[config.mk]
export PLATFORM = sky130hd
export DESIGN_NAME = lru_cell
export DESIGN_NICKNAME = d
export VERILOG_FILES = /design/src/rtl/core/lru_pkg.sv /design/src/rtl/core/lru_cell.sv
export SDC_FILE = /design/constraint.sdc
export NUM_CORES = 1
export LEC_CHECK = 0
export BUFFER_PORTS_ARGS = -buffer_cell sky130_fd_sc_hd__clkbuf_2
export CAP_MARGIN = 20
export CORE_UTILIZATION = 46
export DETAILED_ROUTE_END_ITERATION = 12
export HOLD_SLACK_MARGIN = 0.02
export PLACE_DENSITY_LB_ADDON = 0.15
export SLEW_MARGIN = 20
export SYNTH_ARGS = -nofsm -noshare
export SYNTH_HDL_FRONTEND = slang
export SYNTH_SLANG_ARGS = --single-unit
export TNS_END_PERCENT = 50
[constraint.sdc]
create_clock -name clk -period 4.86 [get_ports clk]
set_input_delay 0.972 -clock clk [delete_from_list [all_inputs] [get_ports clk]]
set_output_delay 0.972 -clock clk [all_outputs]
set_load 0.01 [all_outputs]
[src/rtl/core/lru_pkg.sv]
// lru_pkg: shared widths, codes and cell control types for the LRU stack.
// No dependencies; compiled first.
`timescale 1ns / 1ps
`default_nettype none

package lru_pkg;

  localparam int TAG_W          = 32;
  localparam int OCC_W          = 8;
  localparam int FRAMES_W       = 8;
  localparam int MAX_FRAMES_DEF = 128;

  // access kinds
  localparam logic FUNC_READ  = 1'b0;
  localparam logic FUNC_WRITE = 1'b1;

  // configuration port
  localparam int                  CFG_AW    = 3;
  localparam int                  CFG_DW    = 32;
  localparam logic [CFG_AW-3:0]   REG_FRAMES_IN_USE = 1'b0;  // word index
  localparam logic [FRAMES_W-1:0] FRAMES_RESET      = 8'd128;

  // broadcast to every cell for the word being accepted
  typedef struct packed {
    logic             go;      // word accepted this cycle
    logic             rd;      // lookup enabled
    logic             hit;     // some cell matched
    logic             evict;   // stack full, drop entry 0
    logic             insert;  // append without eviction
    logic [TAG_W-1:0] tag;
  } lru_op_t;

  // per-cell position relative to the fill level
  typedef struct packed {
    logic valid;  // below fill level
    logic last;   // most recent entry
    logic next;   // first free slot
  } lru_pos_t;

endpackage

`default_nettype wire

[src/rtl/core/lru_cell.sv]
// lru_cell: one stack slot; compares its tag and shifts toward the LRU end.
// Depends on lru_pkg.
`timescale 1ns / 1ps
`default_nettype none

module lru_cell (
  input  wire                       clk,
  input  wire  lru_pkg::lru_op_t    op,
  input  wire  lru_pkg::lru_pos_t   pos,
  input  wire  [lru_pkg::TAG_W-1:0] nbr_tag,   // slot above (more recent)
  input  wire                       seen_in,   // match somewhere below
  output logic                      seen_out,
  output logic                      match,
  output logic [lru_pkg::TAG_W-1:0] tag
);
  import lru_pkg::*;

  logic [TAG_W-1:0] tag_r, tag_nxt;
  logic             seen;
  logic             take_nbr;
  logic             take_tag;

  assign match    = op.rd && pos.valid && (tag_r == op.tag);
  assign seen     = seen_in || match;
  assign seen_out = seen;

  // slots from the hit (or from 0 on evict) up to just below the top close up
  assign take_nbr = ((op.hit && seen) || op.evict) && pos.valid && !pos.last;
  assign take_tag = (pos.last && (op.hit || op.evict)) || (pos.next && op.insert);

  always_comb begin
    tag_nxt = tag_r;
    if (op.go) begin
      if (take_tag) begin
        tag_nxt = op.tag;
      end else if (take_nbr) begin
        tag_nxt = nbr_tag;
      end
    end
  end

  always_ff @(posedge clk) begin
    tag_r <= tag_nxt;
  end

  assign tag = tag_r;

endmodule

`default_nettype wire

# After elaboration in Yosys (flattened, before gate mapping)
# Index checks and enable logic that the tools add are counted.
# word_totals
output_inout_bits,34
in_bits,74
wordCells,18
regBits,32
# classes
n_eq_ne,1
muxes,2
reduce_logical,14
# ops
cell,count
two-way mux 32 bit,2
== test 32 bit,1
logical AND 1 bit,7
logical OR 1 bit,4
AND reduction 2 bit,1
nonzero test 2 bit,1
logical NOT 1 bit,1

# Logic depth before layout (Yosys ltp)
# depth
ltp_word,9
depth_mapped,5
mapped_depth_nobuf,5

# Least setup slack after synthesis
# OpenSTA, ideal clock, no wires.
# synth_timing
path_type,in2reg
from,in op[15] in the netlist's numbering
to,"reg tag_r[0], in the netlist tag[0], enable pin"
path_stages,5
setup_time_ns,0.393
n_path_buf,0
arrival_time_ns,3.228
t_required_ns,4.467
path_slack_ns,1.240
cell_sequence,xor2_1 > a211o_1 > or4_1 > nor4_2 > o311a_1
# synth_between
elab_chain_cells,9
# synth_lines
element,line_no,source
from (decl),lru_cell.sv:8,"input wire lru_pkg::lru_op_t op,"
== test 32 bit,lru_cell.sv:23,assign match = op.rd && pos.valid && (tag_r == op.tag);
logical AND 1 bit,lru_cell.sv:23,
via match,lru_cell.sv:13,"output logic match,"
logical OR 1 bit,lru_cell.sv:24,assign seen = seen_in || match;
logical AND 1 bit,lru_cell.sv:28,assign take_nbr = ((op.hit && seen) || op.evict) && pos.valid && !pos.last;
logical OR 1 bit,lru_cell.sv:28,
logical AND 1 bit (2 in a row),lru_cell.sv:28,
nonzero test 2 bit (no source line),--,
AND reduction 2 bit (no source line),--,
to (signal assigned),lru_cell.sv:43,tag_r <= tag_nxt;
to (decl),lru_cell.sv:18,"logic [TAG_W-1:0] tag_r, tag_nxt;"
# The timed path passes the listed nets, and every way through them passes these cells.
# A chain may end at the register's enable or synchronous reset.

# Worst setup path after layout
# layout_timing
from,in op[15] in the netlist's numbering
to,out seen_out
# layout_between
elab_chain_cells,3
# layout_lines
element,line_no,source
== test 32 bit,lru_cell.sv:23,
logical AND 1 bit,lru_cell.sv:23,
logical OR 1 bit,lru_cell.sv:24,
to (decl),lru_cell.sv:12,"output logic seen_out,"
# No other way between the ends.

==> impl_metrics.env <==
export IMPL_finish_net_count=309
export IMPL_setup_tns_final_ns=0
export IMPL_worst_min_delay_path_category="primary input to flip-flop"
export IMPL_detail_route_wl_per_cell_um=13.2
export IMPL_timing_critical_path_required_ns=3.89
export IMPL_number_of_buffers_added_for_setup_after_cts=0
export IMPL_worst_slew_pin_transition_ns=0.705
export IMPL_timing_final_crit_period_ns=3.61
export IMPL_path_max_fanout=3
export IMPL_fill_cells=290
export IMPL_drive_above_1_share=0.634
export IMPL_synth_top_area_frac=0.551
export IMPL_synth_main_ff_cell="sky130_fd_sc_hd__edfxtp_1"
export IMPL_rows=22
export IMPL_clock_sink_count=32
export IMPL_synthToLayoutAreaGrowth_pct=38.8
export IMPL_seq_power_share=0.510
export IMPL_netlist_instances=122
export IMPL_final_wtd_congestion=0.733
export IMPL_power_switching_fraction=0.259
export IMPL_cts_made_buffers=5
export IMPL_num_vias=1380
export IMPL_syn_nets=196
export IMPL_antenna_violating_nets_post_route=0
export IMPL_synthesis_yosys_warnings=0
export IMPL_crit_type="primary input to output pin"
export IMPL_boundaryPins=108
export IMPL_ir_worst_vdd_mv=0.166
export IMPL_avgViaCountPerCell=4.88
export IMPL_maximum_number_of_pins_on_one_net_before_global_route_repair=33
export IMPL_floorplan_core_area_mm2=0.00366
export IMPL_grt_util_all_layers=0.199
export IMPL_ys_top_cells_by_count="sky130_fd_sc_hd__edfxtp_1, sky130_fd_sc_hd__mux2_2, sky130_fd_sc_hd__xor2_1"
export IMPL_power_density_mw_per_mm2=295
export IMPL_startpoint_type="primary input"
export IMPL_largest_register_ffs=32
export IMPL_dr_first_iter_drc_count=27
export IMPL_leakage_power_of_the_design_nw=1.07
export IMPL_grt_pass1_vias=1391
export IMPL_status="complete, no violations"
export IMPL_timing_critical_path_to_type="output pin"
export IMPL_drt_drc_violations_left=0
export IMPL_setup_repair_after_global_routing_missed_its_margin="false"
export IMPL_yosys_area_top_type="sky130_fd_sc_hd__edfxtp_1"
export IMPL_synth_cell_types=18
export IMPL_average_cell_area_after_synthesis_um2=14.3
export IMPL_clock_latency_on_the_worst_skew_pair_ns=0.27
export IMPL_first_pass_grt_wire_length_um=6100
export IMPL_postSynth_asyncResetShare=0
export IMPL_initial_core_util=0.476
export IMPL_die_area_mm2=0.00404
export IMPL_cts_tree="built"
export IMPL_cts_root_buffer_cell="sky130_fd_sc_hd__clkbuf_8"
export IMPL_globalRoute_totalOverflow=0
export IMPL_drt_pass1_iterations=4
export IMPL_p_comb_frac=0.232
export IMPL_dieHeight_um=63.6
export IMPL_timing_critical_path_arrival_ns=2.64
export IMPL_max_slew_margin=0.529
export IMPL_dieWidth_um=63.6
export IMPL_finish_utilization=0.661
export IMPL_placement_io_buffers=107
export IMPL_power_switching_w=0.000185
export IMPL_final_setup_viol_count=0
export IMPL_count_of_final_max_slew_check_failures=0
export IMPL_h_tree_depth=2
export IMPL_maxCapViolations=0
export IMPL_antenna_found_initial=0
export IMPL_cts_path_max_buffers=2
export IMPL_power_frac_clock=0.259
export IMPL_detailed_place_hpwl_um=3030
export IMPL_min_period_over_period=0.744
export IMPL_cts_hold_repair_buffers=0
export IMPL_clock_skew_final_ns=0.00550
export IMPL_cts_clk_pin_slew_worst_paths_ns=0.06
export IMPL_synth_seq_area_share=0.551
export IMPL_total_wire_length_um=3740
export IMPL_diodes=0
export IMPL_achievable_frequency_mhz=277
export IMPL_report_final_hold_viol_count=0
export IMPL_synthTopCellsByArea="sky130_fd_sc_hd__edfxtp_1, sky130_fd_sc_hd__mux2_2, sky130_fd_sc_hd__xor2_1"
export IMPL_cts_repair_resize_count=0
export IMPL_cellInternalPower_w=0.000530
export IMPL_number_of_enable_type_register_cells_in_the_synthesized_netlist=32
export IMPL_mappedNetlistArea_mm2=0.00174
export IMPL_synth_seq_cells=32
worst paths after layout:
check                   start       end  slack, ns  cells past startpoint
setup reg to reg      tag[15]    tag[5]       2.22                      6
setup / recovery       op[15]  seen_out       1.25                      7
hold / removal    nbr_tag[21]   tag[21]       1.00                      2
hold reg to reg        tag[9]   tag[19]       1.40                      5
metrics by stage:
stage | hold slack, ns | instance area, um^2 | std cells | total power, W | setup slack [ns]
2_1_floorplan | 1.19 | 1740 | 122 | 0.000458 | 1.24
3_3_place_gp | 1.27 | 2340 | 276 | 0.000532 | 1.29
3_5_place_dp | 1.28 | 2340 | 276 | 0.000538 | 1.24
4_1_cts | 0.990 | 2420 | 283 | 0.000727 | 1.24
5_1_grt | 0.988 | 2420 | 283 | 0.000753 | 1.15
6_report | 1.00 | 2420 | 283 | 0.000715 | 1.25
cell families (layout without fill, tap and decap cells):
kind of cell,count (synthesis),after routing,synth area share
buf+inv,4,117,0.00861
mux,32,32,0.207
simple gates,18,18,0.0581
xor+xnor,31,31,0.156
flops,32,32,0.551
compound gates,5,5,0.0201
worst max-delay path, cell delays in order:
cell	delay (ns)
sky130_fd_sc_hd__clkbuf_2	0.09
sky130_fd_sc_hd__xor2_1	0.15
sky130_fd_sc_hd__a211o_1	0.22
sky130_fd_sc_hd__or4_1	0.54
sky130_fd_sc_hd__nor4_2	0.37
sky130_fd_sc_hd__or2_2	0.17
sky130_fd_sc_hd__clkbuf_2	0.12
cells in the final DEF (no fill, tap or decap), types with 3 or more instances in the layout:
cell type and count:
sky130_fd_sc_hd__nor4_1 4, sky130_fd_sc_hd__edfxtp_1 32, sky130_fd_sc_hd__mux2_2 32, sky130_fd_sc_hd__nand2_1 6
sky130_fd_sc_hd__clkbuf_8 5, sky130_fd_sc_hd__clkbuf_2 107, sky130_fd_sc_hd__xor2_1 17, sky130_fd_sc_hd__nand4_1 3
sky130_fd_sc_hd__xnor2_1 14
per-layer routing:
layer	share of wire	vias up	global-route usage	wire, um
met5	0	-	0	0
met4	0.028	0	0.0938	106
met3	0.056	9	0.0453	209
met2	0.52	57	0.364	1940
met1	0.40	633	0.214	1490
li1	-	681	-	-
final cells by class:
type	count	area (um^2)	share of cell area
sequential	32	961	0.397
multi-input combinational	86	768	0.317
timing repair buffer	109	551	0.227
clock buffer	6	72.6	0.0300
tap	48	60.1	0.0248
clock inverter	1	5.00	0.00207
inverter	1	3.75	0.00155
power by group through the flow:
stage	clock (W)	combinational (W)	sequential, W
3_3_place_gp	0	0.000164	0.000368
5_1_grt	0.000203	0.000182	0.000367
2_1_floorplan	0	0.0000752	0.000383
4_1_cts	0.000194	0.000169	0.000364
6_report	0.000185	0.000166	0.000364
3_5_place_dp	0	0.000168	0.000370
Note: power is estimated with default switching activity, not from simulation.
