[src/rtl/core/lru_pkg.sv]
// lru_pkg: shared widths, codes and cell control types for the LRU stack.
// No dependencies; compiled first.
`timescale 1ns / 1ps
`default_nettype none

package lru_pkg;

  localparam int TAG_W          = 32;
  localparam int OCC_W          = 8;
  localparam int FRAMES_W       = 8;
  localparam int MAX_FRAMES_DEF = 128;

  // access kinds
  localparam logic FUNC_READ  = 1'b0;
  localparam logic FUNC_WRITE = 1'b1;

  // configuration port
  localparam int                  CFG_AW    = 3;
  localparam int                  CFG_DW    = 32;
  localparam logic [CFG_AW-3:0]   REG_FRAMES_IN_USE = 1'b0;  // word index
  localparam logic [FRAMES_W-1:0] FRAMES_RESET      = 8'd128;

  // broadcast to every cell for the word being accepted
  typedef struct packed {
    logic             go;      // word accepted this cycle
    logic             rd;      // lookup enabled
    logic             hit;     // some cell matched
    logic             evict;   // stack full, drop entry 0
    logic             insert;  // append without eviction
    logic [TAG_W-1:0] tag;
  } lru_op_t;

  // per-cell position relative to the fill level
  typedef struct packed {
    logic valid;  // below fill level
    logic last;   // most recent entry
    logic next;   // first free slot
  } lru_pos_t;

endpackage

`default_nettype wire

[src/rtl/core/lru_cfg.sv]
// lru_cfg: APB-style register file holding frames_in_use.
// Depends on lru_pkg.
`timescale 1ns / 1ps
`default_nettype none

module lru_cfg (
  input  wire                          clk,
  input  wire                          rst_n,
  input  wire                          cfg_psel,
  input  wire                          cfg_penable,
  input  wire                          cfg_pwrite,
  input  wire  [lru_pkg::CFG_AW-1:0]   cfg_paddr,
  input  wire  [lru_pkg::CFG_DW-1:0]   cfg_pwdata,
  output logic [lru_pkg::CFG_DW-1:0]   cfg_prdata,
  output logic                         cfg_pready,
  output logic [lru_pkg::FRAMES_W-1:0] frames_in_use
);
  import lru_pkg::*;

  logic [FRAMES_W-1:0] frames_r, frames_nxt;
  logic                sel_frames;

  // low two address bits are byte lanes
  assign sel_frames = (cfg_paddr[CFG_AW-1:2] == REG_FRAMES_IN_USE);

  always_comb begin
    frames_nxt = frames_r;
    if (cfg_psel && cfg_penable && cfg_pwrite && sel_frames) begin
      frames_nxt = cfg_pwdata[FRAMES_W-1:0];
    end
  end

  always_ff @(posedge clk) begin
    if (!rst_n) begin
      frames_r <= FRAMES_RESET;
    end else begin
      frames_r <= frames_nxt;
    end
  end

  assign cfg_pready    = 1'b1;
  assign cfg_prdata    = sel_frames ? CFG_DW'(frames_r) : '0;
  assign frames_in_use = frames_r;

endmodule

`default_nettype wire

[config.mk]
export PLATFORM = sky130hd
export DESIGN_NAME = lru_cfg
export DESIGN_NICKNAME = d
export VERILOG_FILES = /design/src/rtl/core/lru_pkg.sv /design/src/rtl/core/lru_cfg.sv
export SDC_FILE = /design/constraint.sdc
export NUM_CORES = 1
export LEC_CHECK = 0
export BUFFER_PORTS_ARGS = -buffer_cell sky130_fd_sc_hd__clkbuf_2
export CAP_MARGIN = 20
export CORE_MARGIN = 8
export CORE_UTILIZATION = 30
export DETAILED_ROUTE_END_ITERATION = 7
export MAX_ROUTING_LAYER = met4
export PLACE_DENSITY = 0.79
export SYNTH_ARGS = -nofsm -noshare
export SYNTH_HDL_FRONTEND = slang
export SYNTH_SLANG_ARGS = --single-unit
export TNS_END_PERCENT = 30
[constraint.sdc]
create_clock -name clk -period 0.8 [get_ports clk]
set_input_delay 0.12 -clock clk [delete_from_list [all_inputs] [get_ports clk]]
set_output_delay 0.12 -clock clk [all_outputs]
set_load 0.005 [all_outputs]
After elaboration in Yosys (flattened, before gate mapping)
Cells that the tools add are included.
{ "totals": {"mem_bits_ro": 0, "memories": 0, "latchBits": 0, "ram_bits": 0, "elab_cells": 6, "out_inout_bits": 41, "inputBits": 40, "regBits": 8} }
{ "op_classes": {"reduce_logical": 3, "multipliers": 0, "mux": 1, "order_cmp": 0, "shift": 0, "n_div": 0, "bitwise_logic": 1, "addsub": 0, "eq_ne": 0} }
{ "op_table": {"columns": ["op", "count"], "rows": [
  ["8-bit two-way mux", 1],
  ["1-bit logical AND", 3],
  ["1-bit NOT", 1]
]} }

Longest topological paths before layout
Gate-level depths: netlist (run 1).
{ "logic_depth": {"word_depth": 3, "mapped_depth": 3, "depth_no_buf": 2} }

Worst setup path before layout (run 1)
No wires, ideal clock.
{ "synth_timing": {"path_type": "input -> register", "start": "input cfg_paddr[2] (netlist name)", "end": "register frames_r[0] (netlist: frames_in_use[0])", "t_required_ns": 0.728, "setup_ns": 0.072, "setup_slack_ns": 0.071, "n_path_buf": 1, "arrival_ns": 0.658, "cell_stages": 3, "path_cell_list": "and4b_1 > buf_6 > mux2i_1"} }
{ "synth_via": {"elab_chain_cells": 2} }
{ "synth_rtl": {"columns": ["element", "line", "source"], "rows": [
  ["start: declaration", "lru_cfg.sv:12", "input wire [lru_pkg::CFG_AW-1:0] cfg_paddr,"],
  ["1-bit NOT", "lru_cfg.sv:24", "assign sel_frames = (cfg_paddr[CFG_AW-1:2] == REG_FRAMES_IN_USE);"],
  ["1-bit logical AND", "lru_cfg.sv:28", "if (cfg_psel && cfg_penable && cfg_pwrite && sel_frames) begin"],
  ["end signal: assignment", "lru_cfg.sv:37", "frames_r <= frames_nxt;"],
  ["end: declaration", "lru_cfg.sv:20", "logic [FRAMES_W-1:0] frames_r, frames_nxt;"]
]} }
Every way passes these cells.
A chain may end at the register's enable or synchronous reset.

Worst setup path after layout (run 1)
{ "layout_timing": {"start": "register frames_r[3] (netlist: frames_in_use[3])", "end": "output cfg_prdata[3] (netlist name)"} }
{ "layout_via": {"elab_chain_cells": 1} }
{ "layout_rtl": {"columns": ["element", "line", "source"], "rows": [
  ["8-bit two-way mux", "lru_cfg.sv:42", "assign cfg_prdata = sel_frames ? CFG_DW'(frames_r) : '0;"],
  ["end: declaration", "lru_cfg.sv:14", "output logic [lru_pkg::CFG_DW-1:0] cfg_prdata,"]
]} }
Every way passes these cells.

==> flow_summary.toml, run 1 <==
[place]
hpwl_um = 1240
placed_area_um2 = 708
routabilityCongestion = 0.684
portBuffers = 29
pre_cts_slack_ps = -112

[yosys]
yosys_warnings = 0
ys_seq_area_share_pct = 26.9
netlist_area_um2 = 596
avgSynthCellArea_um2 = 8.51
synth-seq-cells = 8
ys_types = 10
postSynthCellCount = 70

[sta]
slew_viol_final = 0
post-route-min-period_ps = 993
fmax_ghz = 1.01
min_period_over_period_pct = 124
rsz0062_at_grt = "true"
finalWorstSetupSlack_ps = -193
finalHoldViolations = 0
setup_viol = 15
fin_tns_setup_ps = -1980
finalClockSkew_ps = 0

[global_route]
grt_overflow_total = 0
gr-usage-met1_pct = 6.71
top_usage_layer = "met2"
grtUsageTotal_pct = 8.08
grt_max_degree = 9
grt_pass1_wl_um = 2070
antenna_found_initial = 0
grtUsageMet3_pct = 4.66
grt_pass1_vias = 476
met2_usage_pct = 15.5

[outcome]
failed_checks = "negative setup slack"
outcome = "finished, violations left"

[floorplan]
die-width_um = 60.6
start_util_pct = 31.0
core_um2 = 1920
fp-row-count = 16
ios = 81
fp.dieH_um = 60.6
die-area_um2 = 3670

[cells_and_area]
largest_reg_flops = 8
postLayoutCellArea_um2 = 795
final_layout_size_suffix_gt1_share_pct = 52.8
area_delta_synth_final_pct = 33.4
fin_util_pct = 41.3
diodes = 0
mostFrequentLayoutCell = "clkbuf_2"
fin_nets = 150
final_cell_mix = "27 x clkbuf_2, 25 x conb_1, 14 x nand2_1, 8 x and2b_2, 8 x mux2i_1"

[power]
seq_power_share_pct = 47.1
total_power_uw = 880
p_sw_share_pct = 24.9
power.density_nw_per_um2 = 1110
cell_internal_pwr_uw = 661
power_leakage_uw = 0.000443
pwr-share-clk_pct = 34.3
netSwitchingPower_uw = 219
ir_worst_vdd_mv = 0.737
combPwrFrac_pct = 18.6

[clock_network]
numClockSinks = 8
clock_path_buffers = 2
clk_latency_ps = 240
ctsHoldBuffers = 0
h-tree-depth = 1
cts_buffers = 3
ctsRootBufferMaster = "clkbuf_4"
tritoncts = "yes"
path_clk_slew_ps = 60

[worst_setup_path]
crit_arrival_ps = 870
worstReg2RegEnd = "frames_in_use[7]$_SDFFE_PN1P_"
path_cells = "and2b_2 -> clkbuf_2"
reg2reg_slack_ps = 100
reg2reg_from = "frames_in_use[7]$_SDFFE_PN1P_"
crit_fanout = 2
cp_data_required_time_ps = 680
crit_family = "flip-flops"
critPathLaunchType = "flip-flop"
crit_slowest_cell = "dfxtp_2"
worstRegToRegCells = 3
crit_buf_inv = 1
critPathCaptureType = "primary output"
cp_slowest_stage_delay_ps = 330
crit_type = "flip-flop to primary output"

[route]
vias = 484
drtIter0Drc = 8
first_pass_iters = 2
avgRoutedWirePerCell_um = 11.0
drc = 0
ant_nets = 0
viasPerCell = 3.59
routed_wl_um = 1480

[worst_hold_path]
holdPathStages = 3
hp-start = "cfg_pwdata[6]"
hold_end = "frames_in_use[6]$_SDFFE_PN0P_"
hp-class = "primary input to flip-flop"

[job]
max_cap_violations = 0
==> logic make-up (layout without fill, tap and decap cells) <==
group	Yosys count	count (layout)	synth area share, %
buf+inv	27	42	34.0
mux	8	8	13.4
other cells	2	25	1.26
simple gates	25	25	24.4
flops	8	8	26.9
==> per-layer routing <==
metal	part of all wire, %	wire length [um]
met3	12	182
met2	55	813
met1	33	486
met4	0	0
met5	0	0
==> cells in the mapped netlist <==
library cell,n,share of area [%]
and2b_2,8,12
and4b_1,1,1.7
buf_4,25,32
buf_6,1,1.9
clkbuf_1,1,0.63
conb_1,2,1.3
dfxtp_1,8,27
mux2i_1,8,13
nand2_1,14,8.8
nor2b_1,2,2.1
==> repair_timing <==
action	CTS	global route
resized for setup	10	2
endpoints found under the setup margin	16	16
pin swaps	0	0
setup buffers	4	1
==> worst max path at each step <==
stage,from,slack (ps),depth (start not counted),endpoint
after floorplan,cfg_paddr[2],70,3,frames_in_use[0]$_SDFFE_PN0P_
final,frames_in_use[3]$_SDFFE_PN0P_,-190,2,cfg_prdata[3]
after CTS,frames_in_use[6]$_SDFFE_PN0P_,-200,2,cfg_prdata[6]
after detailed placement,cfg_paddr[2],-110,4,frames_in_use[7]$_SDFFE_PN1P_
after global placement,cfg_paddr[2],-80,4,frames_in_use[2]$_SDFFE_PN0P_
after global routing,frames_in_use[5]$_SDFFE_PN0P_,-220,2,cfg_prdata[5]
==> power groups by stage <==
| stage | combinational, uW | clock, uW | sequential (uW) |
|---|---|---|---|
| 6_report | 164 | 302 | 414 |
| 3_5_place_dp | 148 | 0 | 422 |
| 5_1_grt | 184 | 347 | 415 |
| 2_1_floorplan | 160 | 0 | 422 |
| 4_1_cts | 158 | 324 | 414 |
| 3_3_place_gp | 144 | 0 | 421 |
==> worst min-delay path, cell delays in order <==
cell and delay [ps]:
clkbuf_2 80, nand2_1 40, mux2i_1 50
==> area by class of cell <==
type | count | area (um2)
repair buffers | 39 | 250
multi-input cells | 58 | 319
flip-flops and latches | 8 | 169
fillers | 218 | 1130
well taps | 27 | 33.8
clock buffers | 3 | 22.5
==> through the flow <==
| stage | std cells | hold slack, ps |
|---|---|---|
| 4_1_cts | 134 | 81.7 |
| 5_1_grt | 135 | 88.9 |
| 3_5_place_dp | 127 | 361 |
| 2_1_floorplan | 93 | 262 |
| 6_report | 135 | 89.0 |
| 3_3_place_gp | 127 | 352 |
Power figures use the tool's default switching activity.
==> run 2: changes to the inputs <==
--- a/config.mk
+++ b/config.mk
@@ -5,10 +5,11 @@
 export SDC_FILE = /design/constraint.sdc
 export NUM_CORES = 1
 export LEC_CHECK = 0
+export ABC_AREA = 1
 export BUFFER_PORTS_ARGS = -buffer_cell sky130_fd_sc_hd__clkbuf_2
 export CAP_MARGIN = 20
 export CORE_MARGIN = 8
-export CORE_UTILIZATION = 30
+export CORE_UTILIZATION = 32
 export DETAILED_ROUTE_END_ITERATION = 7
 export MAX_ROUTING_LAYER = met4
 export PLACE_DENSITY = 0.79
==> flow_summary.toml, run 2 <==
[outcome]
outcome = "finished, violations left"
failed_checks = "negative setup slack"

[place]
hpwl_um = 1280
portBuffers = 29
routabilityCongestion = 0.719
pre_cts_slack_ps = -8.19

[floorplan]
core_um2 = 1940
die-width_um = 61.4
fp.dieH_um = 61.4
ios = 81
die-area_um2 = 3760
start_util_pct = 33.9
fp-row-count = 16

[worst_setup_path]
critPathLaunchType = "flip-flop"
crit_type = "flip-flop to primary output"
crit_arrival_ps = 840
crit_fanout = 3
critPathCaptureType = "primary output"
cp_data_required_time_ps = 680

[clock_network]
tritoncts = "yes"
clock_path_buffers = 2
clk_latency_ps = 250
path_clk_slew_ps = 60
ctsRootBufferMaster = "clkbuf_4"
cts_buffers = 3
numClockSinks = 8
h-tree-depth = 1

[global_route]
grt_overflow_total = 0
grt_pass1_wl_um = 2210
grt_max_degree = 9
grtUsageTotal_pct = 8.16
grt_pass1_vias = 510
antenna_found_initial = 0

[cells_and_area]
largest_reg_flops = 8
area_delta_synth_final_pct = 23.8
mostFrequentLayoutCell = "conb_1"
diodes = 0
fin_nets = 174
final_layout_size_suffix_gt1_share_pct = 42.4
final_cell_mix = "25 x conb_1, 21 x clkbuf_2, 18 x nor2_1, 16 x inv_1"
n_fill_cell = 239

[sta]
min_period_over_period_pct = 120
fmax_ghz = 1.04
finalWorstSetupSlack_ps = -159
setup_viol = 16
finalHoldViolations = 0
finalClockSkew_ps = 0
rsz0062_at_grt = "true"
post-route-min-period_ps = 959
fin_tns_setup_ps = -1250
slew_viol_final = 0
whs_ps = 89.8

[yosys]
async_flop_share_pct = 0
synth.most_common_cell = "buf_4"
postSynthCellCount = 98
synthTopCellsByCount = "25 x buf_4, 20 x nor2_1, 16 x inv_1"
synth-edff-count = 0
ys_types = 16
netlist_area_um2 = 658
avgSynthCellArea_um2 = 6.72
yosys_warnings = 0
synth_area_leaders = "buf_4 29%, dfxtp_1 24%, nor2_1 11%"
ys_seq_area_share_pct = 24.3
yosysTopAreaCell = "buf_4"
synth-seq-cells = 8
synthFlopType = "dfxtp_1"
synth_top_area_share_pct = 28.5

[job]
max_cap_violations = 0

[power]
ir_worst_vdd_mv = 0.396
total_power_uw = 944
power.density_nw_per_um2 = 1160
power_leakage_uw = 0.000502

[route]
drc = 0
drtIter0Drc = 11
ant_nets = 0
first_pass_iters = 3
viasPerCell = 3.50
routed_wl_um = 1520
vias = 557
avgRoutedWirePerCell_um = 9.55

[worst_hold_path]
hp-class = "primary input to flip-flop"
-- run 2: cells by family (layout without fill, tap and decap cells) --
group / Yosys count / in the layout / synth area share, %
other: 2 / 25 / 1.14
AND/OR/NAND/NOR: 42 / 42 / 32.1
buffers and inverters: 45 / 56 / 41.6
AO/OA/AOI/OAI: 1 / 1 / 0.760
flip-flops: 8 / 8 / 24.3
-- run 2: critical path: stages, from the launching register on --
cell	delay, ps
dfxtp_2	340
inv_1	40
nor2_1	90
buf_2	130
-- run 2: routing by layer --
layer  vias to the layer above  part of all wire, %  global-route usage [%]
li1                        303                    -                       -
met1                       226                   36                    9.34
met2                        28                   52                    12.2
met3                         0                   11                    3.13
met4                         0                    0                    3.90
met5                         -                    0                       -
-- run 2: final timing paths --
kind / start / end / slack, ps / depth (start not counted)
worst max register to register: frames_in_use[1]$_SDFFE_PN0P_ / frames_in_use[1]$_SDFFE_PN0P_ / 120 / 3
worst max-delay path: frames_in_use[1]$_SDFFE_PN0P_ / cfg_prdata[1] / -160 / 3
worst min-delay path: cfg_pwdata[7] / frames_in_use[7]$_SDFFE_PN1P_ / 90 / 3
worst min register to register: frames_in_use[7]$_SDFFE_PN1P_ / frames_in_use[7]$_SDFFE_PN1P_ / 470 / 2
-- run 2: power breakdown --
group / switching, uW / internal [uW] / leakage, uW / total (uW)
logic: 126 / 88.1 / 0.000420 / 214
clock network: 133 / 171 / 0.0000138 / 305
registers: 9.72 / 416 / 0.0000679 / 425
total: 269 / 675 / 0.000502 / 944
-- run 2: final cells by class --
class | instances | area, um2 | share of cell area [%]
clock buffer | 3 | 22.5 | 2.76
sequential | 8 | 170 | 20.9
multi-input combinational | 68 | 315 | 38.7
inverter | 18 | 70.1 | 8.60
timing repair buffer | 35 | 203 | 24.9
tap | 27 | 33.8 | 4.15
-- run 2: repair_timing --
action	4_1_cts	5_1_grt
hold buffers	0	0
pin swaps	0	0
resized for setup	8	10
hold endpoints to repair	0	0
endpoints found under the setup margin	16	16
setup buffers	2	2
-- run 2: stage by stage --
stage / cells / utilization (%) / area, um2
after global routing: 159 / 41.9 / 815
after CTS: 157 / 40.3 / 782
after floorplan: 121 / - / 744
final: 159 / 41.9 / 815
after detailed placement: 152 / 37.8 / 734
after global placement: 152 / 37.8 / 734
